--- src/sv/tt_pkg.sv ---
// Shared types and constants for the text tokenizer core.
// Holds the lexer mode and token kind codes, the token record and queue sizes.
// Depends on nothing; every other file refers to it by scoped names.
package tt_pkg;

    localparam int INT_W  = 32;
    localparam int LINE_W = 20;
    localparam int OFF_W  = 24;
    localparam int LEN_W  = 16;
    localparam int KIND_W = 3;

    localparam int LINE_BITS_DEF   = 20;
    localparam int OFFSET_BITS_DEF = 24;
    localparam int LENGTH_BITS_DEF = 16;

    localparam int RQ_DEPTH = 4;
    localparam int RQ_PTR_W = $clog2(RQ_DEPTH);
    localparam int RQ_CNT_W = RQ_PTR_W + 1;

    typedef enum logic [3:0] {
        M_IDLE  = 4'd0,
        M_NAME  = 4'd1,
        M_STR   = 4'd2,
        M_DOT   = 4'd3,
        M_DEC   = 4'd4,
        M_HEX   = 4'd5,
        M_OCT   = 4'd6,
        M_BIN   = 4'd7,
        M_FRAC  = 4'd8,
        M_ESIGN = 4'd9,
        M_EDIG  = 4'd10
    } t_mode;

    typedef enum logic [KIND_W-1:0] {
        KIND_NAME    = 3'd0,
        KIND_STRING  = 3'd1,
        KIND_LITERAL = 3'd2,
        KIND_INT     = 3'd3,
        KIND_FLOAT   = 3'd4,
        KIND_PUNCT   = 3'd5
    } t_kind;

    typedef struct packed {
        t_kind              kind;
        logic [INT_W-1:0]   value;
        logic [LINE_W-1:0]  line;
        logic [OFF_W-1:0]   start;
        logic [LEN_W-1:0]   length;
        logic               last;
    } t_tok;

    typedef struct packed {
        logic [1:0] count;
        t_tok       r0;
        t_tok       r1;
    } t_lex_out;

endpackage

--- src/sv/tt_lex.sv ---
// Lexer step of the text tokenizer: input register, lexer state and token records.
// Produces up to two token records per byte for the result queue.
// Depends on tt_pkg.
module tt_lex #(
    parameter int LINE_BITS   = tt_pkg::LINE_BITS_DEF,
    parameter int OFFSET_BITS = tt_pkg::OFFSET_BITS_DEF,
    parameter int LENGTH_BITS = tt_pkg::LENGTH_BITS_DEF
) (
    input  logic             i_clk,
    input  logic             i_rst_n,
    input  logic             i_in_valid,
    output logic             o_in_ready,
    input  logic [7:0]       i_in_byte,
    input  logic             i_end_of_input,
    input  logic             i_space,
    output tt_pkg::t_lex_out o_lex
);

    localparam logic [7:0] CH_NUL = 8'h00;
    localparam logic [7:0] CH_LF  = 8'h0A;
    localparam logic [7:0] CH_SP  = 8'h20;
    localparam logic [7:0] CH_DQ  = 8'h22;
    localparam logic [7:0] CH_SQ  = 8'h27;
    localparam logic [7:0] CH_PL  = 8'h2B;
    localparam logic [7:0] CH_MI  = 8'h2D;
    localparam logic [7:0] CH_DOT = 8'h2E;
    localparam logic [7:0] CH_BSL = 8'h5C;
    localparam logic [7:0] CH_US  = 8'h5F;
    localparam logic [7:0] CH_E   = 8'h45;
    localparam logic [7:0] CH_LE  = 8'h65;
    localparam logic [7:0] CH_X   = 8'h78;
    localparam logic [7:0] CH_O   = 8'h6F;
    localparam logic [7:0] CH_B   = 8'h62;

    function automatic logic is_digit(input logic [7:0] c);
        return (c >= 8'h30) && (c <= 8'h39);
    endfunction

    function automatic logic is_alpha(input logic [7:0] c);
        return ((c >= 8'h61) && (c <= 8'h7A)) || ((c >= 8'h41) && (c <= 8'h5A));
    endfunction

    function automatic logic is_space(input logic [7:0] c);
        return (c == CH_SP) || ((c >= 8'h09) && (c <= 8'h0D));
    endfunction

    logic                   r_in_vld;
    logic [7:0]             r_byte;
    logic                   r_eoi;

    tt_pkg::t_mode          r_mode, n_mode;
    logic [31:0]            r_acc, n_acc;
    logic [LINE_BITS-1:0]   r_line, n_line;
    logic [OFFSET_BITS-1:0] r_off, n_off;
    logic [OFFSET_BITS-1:0] r_tstart, n_tstart;
    logic [LINE_BITS-1:0]   r_tline, n_tline;
    logic [LENGTH_BITS-1:0] r_len, n_len;
    logic                   r_qd, n_qd;
    logic                   r_esc, n_esc;

    logic                   proc;
    logic                   e0, ep;
    tt_pkg::t_kind          k0;
    logic [LENGTH_BITS-1:0] len0;
    tt_pkg::t_tok           rec_first, rec_punct;

    assign proc       = r_in_vld && i_space;
    assign o_in_ready = !r_in_vld || i_space;

    always_ff @(posedge i_clk) begin
        if (!i_rst_n) begin
            r_in_vld <= 1'b0;
        end else if (o_in_ready) begin
            r_in_vld <= i_in_valid;
        end
        if (o_in_ready) begin
            r_byte <= i_in_byte;
            r_eoi  <= i_end_of_input;
        end
    end

    always_ff @(posedge i_clk) begin
        if (!i_rst_n) begin
            r_mode   <= tt_pkg::M_IDLE;
            r_acc    <= '0;
            r_line   <= '0;
            r_off    <= '0;
            r_tstart <= '0;
            r_tline  <= '0;
            r_len    <= '0;
            r_qd     <= 1'b0;
            r_esc    <= 1'b0;
        end else if (proc) begin
            r_mode   <= n_mode;
            r_acc    <= n_acc;
            r_line   <= n_line;
            r_off    <= n_off;
            r_tstart <= n_tstart;
            r_tline  <= n_tline;
            r_len    <= n_len;
            r_qd     <= n_qd;
            r_esc    <= n_esc;
        end
    end

    always_comb begin
        logic [7:0]             c;
        logic                   eoi;
        logic [3:0]             d;
        logic [3:0]             hv;
        logic                   hv_ok;
        logic                   ended;
        logic                   taken;
        logic                   start;
        logic [LENGTH_BITS-1:0] len_inc;
        logic [31:0]            w_line;
        logic [31:0]            w_len;
        logic [31:0]            w_pline;

        c       = r_byte;
        eoi     = r_eoi || (c == CH_NUL);
        d       = c[3:0];
        len_inc = (r_len == '1) ? r_len : r_len + 1'b1;
        hv_ok   = 1'b1;
        if (is_digit(c)) begin
            hv = c[3:0];
        end else if (((c >= 8'h61) && (c <= 8'h66)) || ((c >= 8'h41) && (c <= 8'h46))) begin
            hv = 4'(c[2:0] + 3'd1) + 4'd8;
        end else begin
            hv    = 4'd0;
            hv_ok = 1'b0;
        end

        n_mode   = r_mode;
        n_acc    = r_acc;
        n_line   = r_line;
        n_off    = r_off;
        n_tstart = r_tstart;
        n_tline  = r_tline;
        n_len    = r_len;
        n_qd     = r_qd;
        n_esc    = r_esc;
        e0       = 1'b0;
        ep       = 1'b0;
        len0     = r_len;
        ended    = 1'b0;
        taken    = 1'b0;
        start    = 1'b0;

        case (r_mode)
            tt_pkg::M_NAME: k0 = tt_pkg::KIND_NAME;
            tt_pkg::M_STR:  k0 = r_qd ? tt_pkg::KIND_STRING : tt_pkg::KIND_LITERAL;
            tt_pkg::M_DOT:  k0 = tt_pkg::KIND_PUNCT;
            tt_pkg::M_DEC, tt_pkg::M_HEX, tt_pkg::M_OCT, tt_pkg::M_BIN:
                            k0 = tt_pkg::KIND_INT;
            default:        k0 = tt_pkg::KIND_FLOAT;
        endcase

        if (eoi) begin
            e0     = (r_mode != tt_pkg::M_IDLE);
            n_mode = tt_pkg::M_IDLE;
            n_esc  = 1'b0;
        end else begin
            case (r_mode)
                tt_pkg::M_NAME: begin
                    if (is_alpha(c) || is_digit(c) || (c == CH_US)) taken = 1'b1;
                    else ended = 1'b1;
                end
                tt_pkg::M_STR: begin
                    n_len = len_inc;
                    if (r_esc) begin
                        n_esc = 1'b0;
                    end else if (c == CH_BSL) begin
                        n_esc = 1'b1;
                    end else if (c == (r_qd ? CH_DQ : CH_SQ)) begin
                        e0     = 1'b1;
                        len0   = len_inc;
                        n_mode = tt_pkg::M_IDLE;
                    end
                end
                tt_pkg::M_DOT: begin
                    if (is_digit(c)) begin
                        n_mode = tt_pkg::M_FRAC;
                        n_acc  = '0;
                        taken  = 1'b1;
                    end else begin
                        ended = 1'b1;
                    end
                end
                tt_pkg::M_DEC: begin
                    if (is_digit(c)) begin
                        n_acc = (r_acc << 3) + (r_acc << 1) + 32'(d);
                        taken = 1'b1;
                    end else if ((r_acc == '0) && (c == CH_X)) begin
                        n_mode = tt_pkg::M_HEX;
                        taken  = 1'b1;
                    end else if ((r_acc == '0) && (c == CH_O)) begin
                        n_mode = tt_pkg::M_OCT;
                        taken  = 1'b1;
                    end else if ((r_acc == '0) && (c == CH_B)) begin
                        n_mode = tt_pkg::M_BIN;
                        taken  = 1'b1;
                    end else if (c == CH_DOT) begin
                        n_mode = tt_pkg::M_FRAC;
                        taken  = 1'b1;
                    end else if ((c == CH_LE) || (c == CH_E)) begin
                        n_mode = tt_pkg::M_ESIGN;
                        taken  = 1'b1;
                    end else begin
                        ended = 1'b1;
                    end
                end
                tt_pkg::M_HEX: begin
                    if (hv_ok) begin
                        n_acc = (r_acc << 4) + 32'(hv);
                        taken = 1'b1;
                    end else begin
                        ended = 1'b1;
                    end
                end
                tt_pkg::M_OCT: begin
                    if (is_digit(c)) begin
                        n_acc = (r_acc << 3) + 32'(d);
                        taken = 1'b1;
                    end else begin
                        ended = 1'b1;
                    end
                end
                tt_pkg::M_BIN: begin
                    if (is_digit(c)) begin
                        n_acc = (r_acc << 1) + 32'(d);
                        taken = 1'b1;
                    end else begin
                        ended = 1'b1;
                    end
                end
                tt_pkg::M_FRAC: begin
                    if (is_digit(c)) begin
                        taken = 1'b1;
                    end else if ((c == CH_LE) || (c == CH_E)) begin
                        n_mode = tt_pkg::M_ESIGN;
                        taken  = 1'b1;
                    end else begin
                        ended = 1'b1;
                    end
                end
                tt_pkg::M_ESIGN: begin
                    if ((c == CH_PL) || (c == CH_MI) || is_digit(c)) begin
                        n_mode = tt_pkg::M_EDIG;
                        taken  = 1'b1;
                    end else begin
                        ended = 1'b1;
                    end
                end
                tt_pkg::M_EDIG: begin
                    if (is_digit(c)) taken = 1'b1;
                    else ended = 1'b1;
                end
                default: begin
                    n_mode = tt_pkg::M_IDLE;
                    start  = 1'b1;
                end
            endcase

            if (taken) n_len = len_inc;
            if (ended) begin
                e0     = 1'b1;
                n_mode = tt_pkg::M_IDLE;
                start  = 1'b1;
            end

            if (start && !is_space(c)) begin
                n_tstart = r_off;
                n_tline  = r_line;
                n_len    = LENGTH_BITS'(1);
                n_acc    = '0;
                if (is_alpha(c)) begin
                    n_mode = tt_pkg::M_NAME;
                end else if ((c == CH_DQ) || (c == CH_SQ)) begin
                    n_mode = tt_pkg::M_STR;
                    n_qd   = (c == CH_DQ);
                    n_esc  = 1'b0;
                end else if (is_digit(c)) begin
                    n_mode = tt_pkg::M_DEC;
                    n_acc  = 32'(d);
                end else if (c == CH_DOT) begin
                    n_mode = tt_pkg::M_DOT;
                end else begin
                    ep     = 1'b1;
                    n_mode = tt_pkg::M_IDLE;
                end
            end

            n_off = (r_off == '1) ? r_off : r_off + 1'b1;
            if (c == CH_LF) n_line = (r_line == '1) ? r_line : r_line + 1'b1;
        end

        w_line  = 32'(r_tline);
        w_len   = 32'(len0);
        w_pline = 32'(r_line);

        rec_first.kind   = k0;
        rec_first.value  = ((k0 == tt_pkg::KIND_INT) || (k0 == tt_pkg::KIND_FLOAT)) ? r_acc : '0;
        rec_first.line   = w_line[tt_pkg::LINE_W-1:0];
        rec_first.start  = tt_pkg::OFF_W'(r_tstart);
        rec_first.length = w_len[tt_pkg::LEN_W-1:0];
        rec_first.last   = !ep;

        rec_punct.kind   = tt_pkg::KIND_PUNCT;
        rec_punct.value  = '0;
        rec_punct.line   = w_pline[tt_pkg::LINE_W-1:0];
        rec_punct.start  = tt_pkg::OFF_W'(r_off);
        rec_punct.length = tt_pkg::LEN_W'(1);
        rec_punct.last   = 1'b1;

        o_lex.count = proc ? (2'(e0) + 2'(ep)) : 2'd0;
        o_lex.r0    = e0 ? rec_first : rec_punct;
        o_lex.r1    = rec_punct;
    end

endmodule

--- src/sv/tt_resq.sv ---
// Result queue of the text tokenizer: four token records in registers.
// Takes up to two records a cycle from the lexer and hands out one a cycle while the consumer pops.
// Depends on tt_pkg.
module tt_resq (
    input  logic             i_clk,
    input  logic             i_rst_n,
    input  tt_pkg::t_lex_out i_lex,
    input  logic             i_pop,
    output tt_pkg::t_tok     o_head,
    output logic             o_valid,
    output logic             o_space
);

    tt_pkg::t_tok                r_mem [tt_pkg::RQ_DEPTH];
    logic [tt_pkg::RQ_PTR_W-1:0] r_wp, n_wp;
    logic [tt_pkg::RQ_PTR_W-1:0] r_rp, n_rp;
    logic [tt_pkg::RQ_CNT_W-1:0] r_cnt, n_cnt;
    logic                        pop;

    assign o_valid = (r_cnt != '0);
    assign o_space = (r_cnt <= tt_pkg::RQ_CNT_W'(tt_pkg::RQ_DEPTH - 2));
    assign o_head  = r_mem[r_rp];
    assign pop     = o_valid && i_pop;

    always_comb begin
        n_wp  = r_wp + tt_pkg::RQ_PTR_W'(i_lex.count);
        n_rp  = r_rp + tt_pkg::RQ_PTR_W'(pop);
        n_cnt = r_cnt + tt_pkg::RQ_CNT_W'(i_lex.count) - tt_pkg::RQ_CNT_W'(pop);
    end

    always_ff @(posedge i_clk) begin
        if (!i_rst_n) begin
            r_wp  <= '0;
            r_rp  <= '0;
            r_cnt <= '0;
        end else begin
            r_wp  <= n_wp;
            r_rp  <= n_rp;
            r_cnt <= n_cnt;
        end
    end

    always_ff @(posedge i_clk) begin
        if (i_lex.count != 2'd0) r_mem[r_wp] <= i_lex.r0;
        if (i_lex.count == 2'd2) r_mem[r_wp + 1'b1] <= i_lex.r1;
    end

endmodule

--- src/sv/text_tokenizer_core.sv ---
// Text tokenizer core: one source byte per request in, token records out.
// The byte that ends a token is held in the input register; its record is then written
// into the result queue and offered at its head when no earlier records wait there.
// Throughput: one byte per cycle while the queue has space; a punctuation byte ending a
// token gives two records, read singly via the one read port of the four-entry queue.
// Reset: synchronous, active low; clears lexer state, counters and the queue.
module text_tokenizer_core #(
    parameter int LINE_BITS   = tt_pkg::LINE_BITS_DEF,
    parameter int OFFSET_BITS = tt_pkg::OFFSET_BITS_DEF,
    parameter int LENGTH_BITS = tt_pkg::LENGTH_BITS_DEF
) (
    input  logic                            i_clk,
    input  logic                            i_rst_n,
    input  logic                            i_in_valid,
    output logic                            o_in_ready,
    input  logic [7:0]                      i_in_byte,
    input  logic                            i_end_of_input,
    output logic                            o_out_valid,
    input  logic                            i_out_ready,
    output logic [tt_pkg::KIND_W-1:0]       o_token_kind,
    output logic signed [tt_pkg::INT_W-1:0] o_int_value,
    output logic [tt_pkg::LINE_W-1:0]       o_line_number,
    output logic [tt_pkg::OFF_W-1:0]        o_start_offset,
    output logic [tt_pkg::LEN_W-1:0]        o_token_length,
    output logic                            o_last_of_run
);

    tt_pkg::t_lex_out lex;
    tt_pkg::t_tok     head;
    logic             space;

    tt_lex #(
        .LINE_BITS   (LINE_BITS),
        .OFFSET_BITS (OFFSET_BITS),
        .LENGTH_BITS (LENGTH_BITS)
    ) u_lex (
        .i_clk          (i_clk),
        .i_rst_n        (i_rst_n),
        .i_in_valid     (i_in_valid),
        .o_in_ready     (o_in_ready),
        .i_in_byte      (i_in_byte),
        .i_end_of_input (i_end_of_input),
        .i_space        (space),
        .o_lex          (lex)
    );

    tt_resq u_resq (
        .i_clk   (i_clk),
        .i_rst_n (i_rst_n),
        .i_lex   (lex),
        .i_pop   (i_out_ready),
        .o_head  (head),
        .o_valid (o_out_valid),
        .o_space (space)
    );

    assign o_token_kind   = head.kind;
    assign o_int_value    = head.value;
    assign o_line_number  = head.line;
    assign o_start_offset = head.start;
    assign o_token_length = head.length;
    assign o_last_of_run  = head.last;

    a_push_has_space: assert property (@(posedge i_clk) disable iff (!i_rst_n)
        (lex.count != 2'd0) |-> space)
        else $error("token records pushed without queue space");

    a_second_is_punct: assert property (@(posedge i_clk) disable iff (!i_rst_n)
        (lex.count == 2'd2) |-> ((lex.r1.kind == tt_pkg::KIND_PUNCT) && !lex.r0.last
                                 && lex.r1.last))
        else $error("second record of a byte is not a closing punctuation record");

    a_single_is_last: assert property (@(posedge i_clk) disable iff (!i_rst_n)
        (lex.count == 2'd1) |-> lex.r0.last)
        else $error("single record of a byte is not marked last");

    a_reset_empty: assert property (@(posedge i_clk)
        !i_rst_n |=> !o_out_valid)
        else $error("result offered right after reset");

endmodule
--- config.mk ---
export PLATFORM = sky130hd
export DESIGN_NAME = text_tokenizer_core
export DESIGN_NICKNAME = d
export VERILOG_FILES = /design/src/sv/tt_pkg.sv /design/src/sv/tt_lex.sv /design/src/sv/tt_resq.sv /design/src/sv/text_tokenizer_core.sv
export SDC_FILE = /design/constraint.sdc
export NUM_CORES = 1
export LEC_CHECK = 0
export BUFFER_PORTS_ARGS = -buffer_cell sky130_fd_sc_hd__buf_2
export CAP_MARGIN = 20
export CORE_UTILIZATION = 60
export CTS_BUF_LIST = sky130_fd_sc_hd__clkbuf_8
export DETAILED_ROUTE_END_ITERATION = 8
export PLACE_DENSITY = 0.79
export SETUP_SLACK_MARGIN = 0.05
export SLEW_MARGIN = 20
export SYNTH_ARGS = -nofsm -noshare
export SYNTH_HDL_FRONTEND = slang
export SYNTH_SLANG_ARGS = --single-unit
--- constraint.sdc ---
create_clock -name i_clk -period 6.5 [get_ports i_clk]
set_input_delay 1.3 -clock i_clk [delete_from_list [all_inputs] [get_ports i_clk]]
set_output_delay 1.3 -clock i_clk [all_outputs]
set_load 0.005 [all_outputs]
======== Yosys cells after proc, flatten, opt, wreduce, memory -nomap -nowiden ========
Memory sizes are Yosys's and may differ from the RTL's. A register that Yosys moved wholly into a read port is not among the register bits.
Index checks and enable logic that the tools add are counted.
operators by class
  $add $sub $neg .......................... 16
  $mul .................................... 0
  divide/modulo/power cells ............... 0
  order comparisons ....................... 11
  eq/ne operators ......................... 44
  shifts and indexed selects .............. 0
  muxes and demuxes ....................... 102
  bitwise gates (word level) .............. 4
  reduce and logical (&&, ||, !) cells .... 45
operator list
  operator                                                           count
  two-way mux 32 bit                                                 9
  one-hot mux 32 bit (5 select lines)                                1
  two-way mux 16 bit                                                 9
  adder 32 x 4 -> 32 bit                                             4
  two-way mux 96 bit                                                 1
  two-way mux 4 bit                                                  21
  equality test 8 x 7 -> 1 bit, second input constant                7
  two-way mux 1 bit                                                  52
  equality test 8 x 6 -> 1 bit, second input constant                6
  adder 32 bit                                                       1
  <= comparator 8 x 7 -> 1 bit, second input constant                4
  zero test 32 bit                                                   1
  adder 24 x 1 -> 24 bit, second input constant                      1
  equality test 24 bit, second input constant                        1
  one-hot mux 4 bit (6 select lines)                                 1
  adder 20 x 1 -> 20 bit, second input constant                      1
  equality test 20 bit, second input constant                        1
  adder 16 x 1 -> 16 bit, second input constant                      1
  equality test 16 bit, second input constant                        1
  equality test 4 x 3 -> 1 bit, second input constant                4
  greater-or-equal comparator 8 x 7 -> 1 bit, second input constant  2
  inequality test 3 x 1 -> 1 bit, second input constant              5
  inequality test 5 x 1 -> 1 bit, second input constant              3
  inequality test 5 x 4 -> 1 bit, second input constant              3
  other kinds (44)                                                   82
word-level totals
  bits in registers ....................... 159
  latch bits .............................. 0
  RAM bits ................................ 384
  ROM bits ................................ 0
  output and inout bits ................... 98
  memories kept ........................... 1
memories
  memory        depth  bits a word  read ports  clocked after Yosys merged registers in  wr ports  RTL line       source
  u_resq.r_mem  4      96           1           1                                        2         tt_resq.sv:14  tt_pkg::t_tok r_mem [tt_pkg::RQ_DEPTH];

======== Logic depth before layout (Yosys ltp) ========
  depth in word-level cells ............... 20
  mapped depth ............................ 19
  gate-level depth less buffers ........... 17

======== Hierarchy ========
From an unflattened synthesis, not the netlist that was laid out.
unflattened totals
  cell total of the unflattened synthesis .. 2584
  area total of the unflattened synthesis .. 31848.0 µm²
by module, submodules not included
  module   instances  cells an instance  area an instance (µm²)
  tt_resq  1          974                19020.7
  tt_lex   1          1610               12827.3

======== Worst setup path before layout ========
OpenSTA, ideal clock, no wires.
  path type ............................... register to register
  start point ............................. reg u_lex.r_byte[0]
  end point ............................... mem u_resq.r_mem[2][17] (netlist bit) (enable)
  data arrival time ....................... 4.760 ns
  path slack .............................. 1.339 ns
  stages on the path, launching flop included .. 17
  path buffers ............................ 4
  period minus slack after synthesis ...... 5.161 ns
  cell sequence ........................... edfxtp_1 > inv_1 > ha_1 > o21bai_1 > a21oi_1 > clkbuf_1 > o31a_1 > a31oi_1 > clkbuf_1 > nand2_1 > nor4_1 > ha_1 > o21a_1 > or3_1 > clkbuf_1 > clkbuf_1 > inv_1
RTL lines
  what                    RTL line       source
  start, declared         tt_lex.sv:48   logic [7:0] r_byte;
  start signal, assigned  tt_lex.sv:77   r_byte <= i_in_byte;
  end, declared           tt_resq.sv:14

==> flow_metrics.tcl <==
set metrics [dict create \
    status "complete, no violations" \
    ys_warn_count 0 \
    cts-resized-gates 0 \
    start_util 0.608 \
    io_pins 111 \
    final_util 0.668 \
    worstSkewPairLatency_ns 0.70 \
    num_rows 78 \
    drt_iter0_drc 2736 \
    worst_setup_path_end_kind "register" \
    via_count 22400 \
    synthDominantCellAreaShare 0.260 \
    grt_overflow 0 \
    crit_top_cell "ha_1" \
    fin_area_mm2 0.0303 \
    clock_path_buffers 3 \
    postCtsHoldBufs 0 \
    tightestPinTransition_ns 1.07 \
    ys.flop_type "dfxtp_1" \
    ys_seq_elements 543 \
    layout_common_cells "dfxtp_1 (356), a22o_1 (203), nor2_1 (199)" \
    synth_edf_count 185 \
    fin_setup_tns_ns 0 \
    dr_wl_met2_um 37400 \
    preCtsSetupSlack_ns 1.12 \
    synthesis.area_mm2 0.0276 \
    root_buffer "clkbuf_8" \
    yosysSeqAreaShare 0.461 \
    layout.cells.non_filler 3254 \
    slew_headroom 0.284 \
    layout_setup_ws_ns 1.04 \
    dpl_cell_area_mm2 0.0284 \
    htree_levels 3 \
    leakage_nw 10.5 \
    synthArstFlopShare 0 \
    crit_chain "inv_1 > ha_1 > or4b_2 > o211ai_1 > nor4b_4 > o31ai_2 > o41ai_2 > and2_4 > inv_4 > ha_1 > and3_1 > nand2b_1 > nand3_1 > nor2_4 > buf_4 > a22o_1" \
    start_kind "register" \
    ys_types 87 \
    wl_met3_um 6280 \
    final_layout_size_suffix_gt1_frac 0.164 \
    rsz0062_at_grt "no" \
    layout.nets 2673 \
    hold_viol_final 0 \
    gp_congestion 0.894 \
    viasPerCell 6.89 \
    grt_pass1_wl_um 121000 \
    synth_cells 2576 \
    drv_cap 0 \
    max_clock_freq_mhz 183 \
    crit_family "simple AND/OR/NAND/NOR gates" \
    post_cts_buffers 0 \
    path_buf_inv 3 \
    synth.avg_cell_area_um2 10.7 \
    die_area_mm2 0.0469 \
    dr.pass1.iters 6 \
    routed_wl_um 77000 \
    ir_drop_uv 183 \
    core_area_mm2 0.0454 \
    p_per_area_mw_per_mm2 266 \
    path_max_fanout 25 \
    grtUsageTotal 0.327 \
    yosysTopAreaCell "dfxtp_1" \
    setup_viol 0 \
    ant_nets 0 \
    grt_max_degree 97 \
    clock-sinks 543 \
    max_stage_delay_ns 0.72 \
    diodes 0 \
    top_layer "met4" \
    synthesis.nets 2668 \
    cp.required_ns 7.03 \
    post-route-drc-count 0 \
    crit_arrival_ns 5.99 \
    drv_slew 0 \
    skew_ns 0.0460 \
    period_share 0.840 \
    clk_pin_slew_ns 0.06 \
    final_common_cell "dfxtp_1" \
    syn_to_final_growth_pct 9.82 \
    numPlacedInstances 3090 \
    wl_met1_um 31000 \
    fill_cells 3384 \
    avgRoutedWirePerCell_um 23.7 \
    portBuffers 110 \
    place_hpwl_um 47500 \
    synthTopCellsByArea "dfxtp_1 (26%), edfxtp_1 (20%), mux4_2 (7.8%)" \
    cts_tree "built" \
    grt_pass1_vias 22000 \
    die_y_um 216 \
    die_w_um 216 \
    min_path_type "reg -> reg" \
    slowest_stage "nor2_4" \
    path_class "reg -> reg" \
    fin_crit_ns 5.46 \
    numCtsBuffers 89 \
    antenna_found_initial 0 \
]
-- state kept, by name, summed over array words and instances (netlist names), 3 cells and up --
| name | flops |
|---|---|
| u_lex.r_acc | 32 |
| u_lex.r_byte | 8 |
| u_lex.r_len | 16 |
| u_lex.r_line | 20 |
| u_lex.r_mode | 4 |
| u_lex.r_off | 24 |
| u_lex.r_tline | 20 |
| u_lex.r_tstart | 24 |
| u_resq.r_cnt | 3 |
| u_resq.r_mem | 384 |
-- synthesized netlist by cell type, drive strengths merged, types with 7 or more instances --
library cell and n:
dfxtp 358, nor2 206, a22o 203, clkbuf 191
edfxtp 185, nand2 177, a32o 128, o21ai 112
mux4 96, a21oi 92, ha 75, nand3 70
xnor2 63, mux2i 56, buf 50, nor3 49
xor2 49, inv 44, nand4 31, nor4 21
o211ai 19, and3 18, and2 17, a22oi 16
a211oi 15, a31oi 15, or3 12, a21o 11
nand2b 11, o31ai 11, a222oi 10, and4 10
nor2b 9, or2 9, nor4b 8, o221ai 8
a221oi 7, a32oi 7, nand3b 7, o22a 7
o22ai 7
-- logic make-up (layout without fill, tap and decap cells) --
| family | count (synthesis) | count (layout) | synth area share |
|---|---|---|---|
| AND/OR/NAND/NOR | 677 | 677 | 0.118 |
| flip-flops | 543 | 543 | 0.461 |
| multiplexers | 158 | 158 | 0.101 |
| buffers and inverters | 285 | 363 | 0.0425 |
| adder cells (fa/ha/maj) | 79 | 79 | 0.0369 |
| XOR/XNOR | 112 | 112 | 0.0355 |
| AO/OA/AOI/OAI | 722 | 722 | 0.205 |
-- stage by stage --
step	power [W]	hold WS (ns)
3_3_place_gp	0.00499	0.429
6_report	0.00808	0.450
3_5_place_dp	0.00503	0.443
4_1_cts	0.00811	0.455
5_1_grt	0.00836	0.471
2_1_floorplan	0.00458	0.420
-- where the power goes --
part / leakage [nW] / switching (W) / internal, W
sequential: 4.45 / 0.000160 / 0.00363
clock: 1.03 / 0.00141 / 0.00171
combinational: 5.05 / 0.000637 / 0.000527
total: 10.5 / 0.00221 / 0.00587
-- cell type report --
class | instances | area (um^2) | area share
Clock buffer | 101 | 1390 | 0.0459
Multi-Input combinational cell | 1748 | 13800 | 0.456
Inverter | 44 | 170 | 0.00561
Clock inverter | 63 | 479 | 0.0158
Tap cell | 600 | 751 | 0.0248
Timing Repair Buffer | 155 | 976 | 0.0322
Sequential cell | 543 | 12700 | 0.420
-- routing by layer --
layer | GRT usage | vias to the layer above
li1 | - | 9980
met1 | 0.428 | 11100
met2 | 0.540 | 1172
met3 | 0.0509 | 169
met4 | 0.138 | 0
met5 | 0 | -
-- worst reg2reg max path: cells and delay by family (launching register included) --
| kind | cells | cell delay (ns) |
|---|---|---|
| AOI/OAI and AO/OA | 4 | 0.85 |
| buffers and inverters | 3 | 0.67 |
| adders and majority gates | 2 | 0.69 |
| and+or+nand+nor | 7 | 2.58 |
| DFF | 1 | 0.52 |
-- final timing paths --
path | startpoint | to | slack, ns | cells after the start
setup / recovery | u_lex.r_byte[0] | u_resq.r_mem[1][47] | 1.04 | 16
hold / removal | u_resq.r_mem[1][94] | u_resq.r_mem[1][94] | 0.45 | 2
setup reg to reg | u_lex.r_byte[0] | u_resq.r_mem[1][47] | 1.04 | 16
hold reg to reg | u_resq.r_mem[1][94] | u_resq.r_mem[1][94] | 0.45 | 2
No activity file was read; power rests on OpenSTA's default activity.
